**config.mk**
```make
export PLATFORM = sky130hd
export DESIGN_NAME = sacl_front
export DESIGN_NICKNAME = d
export VERILOG_FILES = /design/src/sacl_pkg.sv /design/src/sacl_front.sv
export SDC_FILE = /design/constraint.sdc
export NUM_CORES = 1
export LEC_CHECK = 0
export ABC_AREA = 1
export BUFFER_PORTS_ARGS = -buffer_cell sky130_fd_sc_hd__buf_2
export CORE_ASPECT_RATIO = 0.75
export CORE_MARGIN = 2
export CORE_UTILIZATION = 60
export DETAILED_ROUTE_END_ITERATION = 12
export PLACE_DENSITY = 0.82
export SLEW_MARGIN = 20
export SYNTH_ARGS = -nofsm -noshare
export SYNTH_HDL_FRONTEND = slang
export SYNTH_SLANG_ARGS = --single-unit
```
**constraint.sdc**
```tcl
create_clock -name clk -period 4.79 [get_ports clk]
set_clock_uncertainty 0.1 [all_clocks]
set_input_delay 0.7185 -clock clk [delete_from_list [all_inputs] [get_ports clk]]
set_output_delay 0.7185 -clock clk [all_outputs]
set_load 0.1 [all_outputs]
```
**src/sacl_pkg.sv**
```systemverilog
// shared codes for the set-associative cache lru simulator
// holds access kinds, outcome codes, register indexes and back-end states
// no dependencies
package sacl_pkg;

	localparam int NWAY_W = 5;

	localparam logic [1:0] OP_FETCH  = 2'd0;
	localparam logic [1:0] OP_LOAD   = 2'd1;
	localparam logic [1:0] OP_STORE  = 2'd2;
	localparam logic [1:0] OP_MODIFY = 2'd3;

	localparam logic [1:0] OC_HIT   = 2'd0;
	localparam logic [1:0] OC_FILL  = 2'd1;
	localparam logic [1:0] OC_EVICT = 2'd2;
	localparam logic [1:0] OC_NONE  = 2'd3;

	localparam logic [1:0] REG_SET_BITS    = 2'd0;
	localparam logic [1:0] REG_OFFSET_BITS = 2'd1;
	localparam logic [1:0] REG_WAYS        = 2'd2;

	typedef enum logic [1:0] {
		ST_IDLE,
		ST_ACC1,
		ST_ACC2
	} bstate_t;

endpackage

```
**src/sacl_front.sv**
```systemverilog
// front end: takes words, splits the address into set and tag, queues them
// depends on sacl_pkg
module sacl_front #(
	parameter int MAX_SET_BITS = 6,
	parameter int ADDR_WIDTH = 64
) (
	input  logic                    clk,
	input  logic                    arst_n,
	input  logic                    s_tvalid,
	output logic                    s_tready,
	input  logic [1:0]              s_op,
	input  logic [63:0]             s_address,
	input  logic [3:0]              set_bits,
	input  logic [5:0]              offset_bits,
	output logic                    q_valid,
	input  logic                    q_pop,
	output logic [1:0]              q_op,
	output logic [((MAX_SET_BITS > 0) ? MAX_SET_BITS : 1)-1:0] q_set,
	output logic [ADDR_WIDTH-1:0]   q_tag
);
	import sacl_pkg::*;

	localparam int SET_W = (MAX_SET_BITS > 0) ? MAX_SET_BITS : 1;
	localparam int ENT_W = 2 + SET_W + ADDR_WIDTH;

	logic [ADDR_WIDTH-1:0] addr;
	logic [ADDR_WIDTH-1:0] by_offset;
	logic [ADDR_WIDTH-1:0] tag;
	logic [6:0]            shift;
	logic [SET_W-1:0]      set_mask;
	logic [SET_W-1:0]      set_idx;
	logic [ENT_W-1:0]      ent_q [2];
	logic                  wp_q;
	logic                  rp_q;
	logic [1:0]            cnt_q;
	logic                  push;

	// address split
	always_comb begin
		addr = s_address[ADDR_WIDTH-1:0];
		shift = 7'(set_bits) + 7'(offset_bits);
		by_offset = addr >> offset_bits;
		tag = (shift >= 7'(ADDR_WIDTH)) ? '0 : (addr >> shift);
		set_mask = ~({SET_W{1'b1}} << set_bits);
		set_idx = by_offset[SET_W-1:0] & set_mask;
	end

	assign s_tready = (cnt_q != 2'd2);
	assign push = s_tvalid && s_tready;
	assign q_valid = (cnt_q != 2'd0);
	assign {q_op, q_set, q_tag} = ent_q[rp_q];

	always_ff @(posedge clk) begin
		if (push) begin
			ent_q[wp_q] <= {s_op, set_idx, tag};
		end
	end

	always_ff @(posedge clk or negedge arst_n) begin
		if (!arst_n) begin
			wp_q <= 1'b0;
			rp_q <= 1'b0;
			cnt_q <= 2'd0;
		end else begin
			if (push) begin
				wp_q <= ~wp_q;
			end
			if (q_pop) begin
				rp_q <= ~rp_q;
			end
			cnt_q <= cnt_q + 2'(push) - 2'(q_pop);
		end
	end

endmodule

```
==> impl_metrics.py <==
metrics = {
    "floorplanning": {
        "fp-row-count": 44,
        "io-pin-count": 154,
        "core_um2": 19500,
        "dieArea_um2": 21300,
        "initial_core_util_pct": 62.0,
        "die_w_um": 168,
        "fp.dieH_um": 127,
    },
    "global_routing": {
        "grt_pass1_wl_um": 64700,
        "track_usage_pct": 38.8,
        "first_global_vias": 11900,
        "antenna_found_initial": 1,
        "grt_max_degree": 74,
        "grt_overflow": 0,
    },
    "cts": {
        "h-tree-depth": 4,
        "cts_setup_buffers": 0,
        "cts_buffer_depth": 2,
        "cts-root-buf": "clkbuf_16",
        "numCtsBuffers": 17,
        "cts.clk_slew.worst_paths_ns": 0.08,
        "cts_tree": "done",
        "clock_latency_ns": 0.43,
        "cts.sinks": 148,
    },
    "worst_setup_path": {
        "crit_fanout": 62,
        "rr_startpoint": "cnt_q[1]",
        "critical_path_class": "primary input to flop",
        "cp-end-kind": "flop",
        "r2r_end": "ent_q[1][27]",
        "start_kind": "primary input",
        "reg2reg_depth": 4,
        "ff2ff_setup_slack_ns": 2.68,
        "crit_path_start": "offset_bits[0]",
        "crit_required_ns": 4.86,
        "crit_arrival_ns": 3.80,
    },
    "routing": {
        "ant_nets": 0,
        "drtPass1Iterations": 7,
        "routed_via_density": 6.29,
        "via_count": 13400,
        "wirelength_um": 41800,
        "routedWlPerCell_um": 19.6,
        "drtIter0Drc": 2134,
        "drc": 0,
    },
    "hold_path": {
        "hold_start": "s_op[1]",
        "hold_depth": 1,
        "whs_endpoint": "ent_q[0][71]",
        "hold_path.class": "primary input to flop",
    },
    "synth": {
        "netlist_instances": 1781,
        "yosysSeqAreaShare_pct": 36.5,
        "synth_largest_area_cell": "edfxtp_1",
        "synth_cell_type_count": 33,
        "synth.yosys.warnings": 0,
        "postSynthAreaPerCell_um2": 6.80,
        "synth_area_um2": 12100,
        "synth_area_leaders": "edfxtp_1 36%, nand2_1 21%, nand3_1 20%, mux2_2 6.7%, nor2_1 3.1%",
        "synth_nets": 1868,
        "synth-seq-cells": 148,
        "yosysTopAreaCellShare_pct": 35.7,
    },
    "timing": {
        "slew_violations": 0,
        "hold_viol_final": 0,
        "setup_slack_ns": 1.06,
        "setup_viol": 0,
        "slew_headroom_pct": 31.6,
        "min_period_over_period_pct": 77.9,
        "worst_pin_slew_ns": 1.03,
        "rsz0062_at_grt": "false",
        "fin_crit_ns": 3.73,
        "max_freq_mhz": 268,
    },
    "placement": {
        "numPortBuffers": 153,
        "finalWeightedCongestion": 1.01,
        "post-place-ws_ns": 0.865,
        "hpwl_um": 30500,
    },
    "power_and_ir_drop": {
        "leakage_uw": 0.00631,
        "power_uw": 8320,
        "peakVddDrop_mv": 0.647,
        "power_density_nw_per_um2": 613,
    },
    "layout": {
        "fin_nets": 1951,
        "drive_gt1_share_pct": 16.5,
        "final_cell_mix": "678 x nand2_1, 493 x nand3_1, 153 x buf_2",
        "area_growth_syn_to_layout_pct": 12.0,
        "final_common_cell": "nand2_1",
    },
    "flow_run": {
        "drv_cap": 0,
    },
    "outcome": {
        "status": "finished, final reports clean",
    },
}
layer usage:
layer / GRT usage (%) / part of all wire, % / vias up
met4: 8.67 / 2.2 / 0
met1: 56.4 / 41 / 6100
met2: 58.8 / 42 / 967
li1: - / - / 6251
met5: 0 / 0 / -
met3: 10.1 / 14 / 89
registers in the layout, summed over array words and instances (netlist names):
name and flops:
ent_q 144, cnt_q 2, wp_q 1, rp_q 1
worst max path at each step:
stage,end,cells after the start
2_1_floorplan,ent_q[1][0],3
4_1_cts,ent_q[1][19],12
5_1_grt,ent_q[1][23],12
6_report,ent_q[0][23],12
3_3_place_gp,ent_q[0][21],12
3_5_place_dp,ent_q[0][34],12
synthesized netlist by cell type:
master,n
nand2_1,681
nand3_1,493
edfxtp_1,144
nor2_1,99
mux2_2,72
clkbuf_1,55
buf_2,49
inv_1,42
a21oi_1,34
o21ai_0,25
o211ai_1,19
buf_1,10
o21ai_1,10
ha_1,6
or2_2,6
clkinv_1,5
inv_2,5
dfrtp_1,4
nand3b_1,3
nand4_1,3
buf_4,2
nor2_4,2
xnor2_1,2
a21oi_2,1
a31oi_1,1
clkbuf_2,1
fa_1,1
nand2_2,1
nor3_1,1
or2_1,1
xnor2_2,1
xor2_1,1
xor2_2,1
cell families (layout without fill, tap and decap cells):
| kind of cell | Yosys count | after routing | share of synthesized area (%) |
|---|---|---|---|
| compound gates | 90 | 90 | 4.15 |
| xor+xnor | 5 | 5 | 0.486 |
| other cells | 0 | 1 | 0 |
| simple gates | 1290 | 1290 | 45.5 |
| buf+inv | 169 | 265 | 5.82 |
| mux | 72 | 72 | 6.69 |
| flops | 148 | 148 | 36.5 |
| fa+ha+maj | 7 | 7 | 0.785 |
worst max-delay path: stages:
cell and delay, ns:
buf_2 0.23, ha_2 0.25, inv_1 0.06, fa_2 0.56
buf_4 0.51, nand3_1 0.19, nand3_1 0.12, nand2_1 0.10
o21ai_0 0.55, nor2_1 0.09, nor2_1 0.27, nor2_1 0.11
layout make-up:
class | instances | area [um^2]
antenna | 1 | 2.50
clock buffer | 17 | 425
clock inverter | 15 | 180
fill | 1674 | 5980
inverter | 52 | 195
multi-input combinational | 1464 | 7030
sequential | 148 | 4430
tap | 253 | 317
timing repair buffer | 181 | 991
report_power, final:
part           switching (uW)  internal, uW
clock                     651           708
sequential                147          1870
combinational            3930          1010
through the flow:
| stage | utilization, % | cell area, um^2 | setup TNS [ns] | cells | hold WS (ns) |
|---|---|---|---|---|---|
| 4_1_cts | 69.4 | 13600 | 0 | 2130 | 0.370 |
| 6_report | 69.4 | 13600 | 0 | 2131 | 0.374 |
| 2_1_floorplan | - | 12100 | -22.93 | 1781 | 0.323 |
| 5_1_grt | 69.4 | 13600 | 0 | 2130 | 0.376 |
| 3_5_place_dp | 66.3 | 12900 | 0 | 2097 | 0.424 |
| 3_3_place_gp | 66.3 | 12900 | 0 | 2097 | 0.403 |
repair_timing:
item,in CTS,in global routing
setup endpoints to repair,0,0
endpoints found under the hold margin,4,0
hold buffers,1,0
gates resized for setup,0,0
Note: power is estimated with default switching activity, not from simulation.
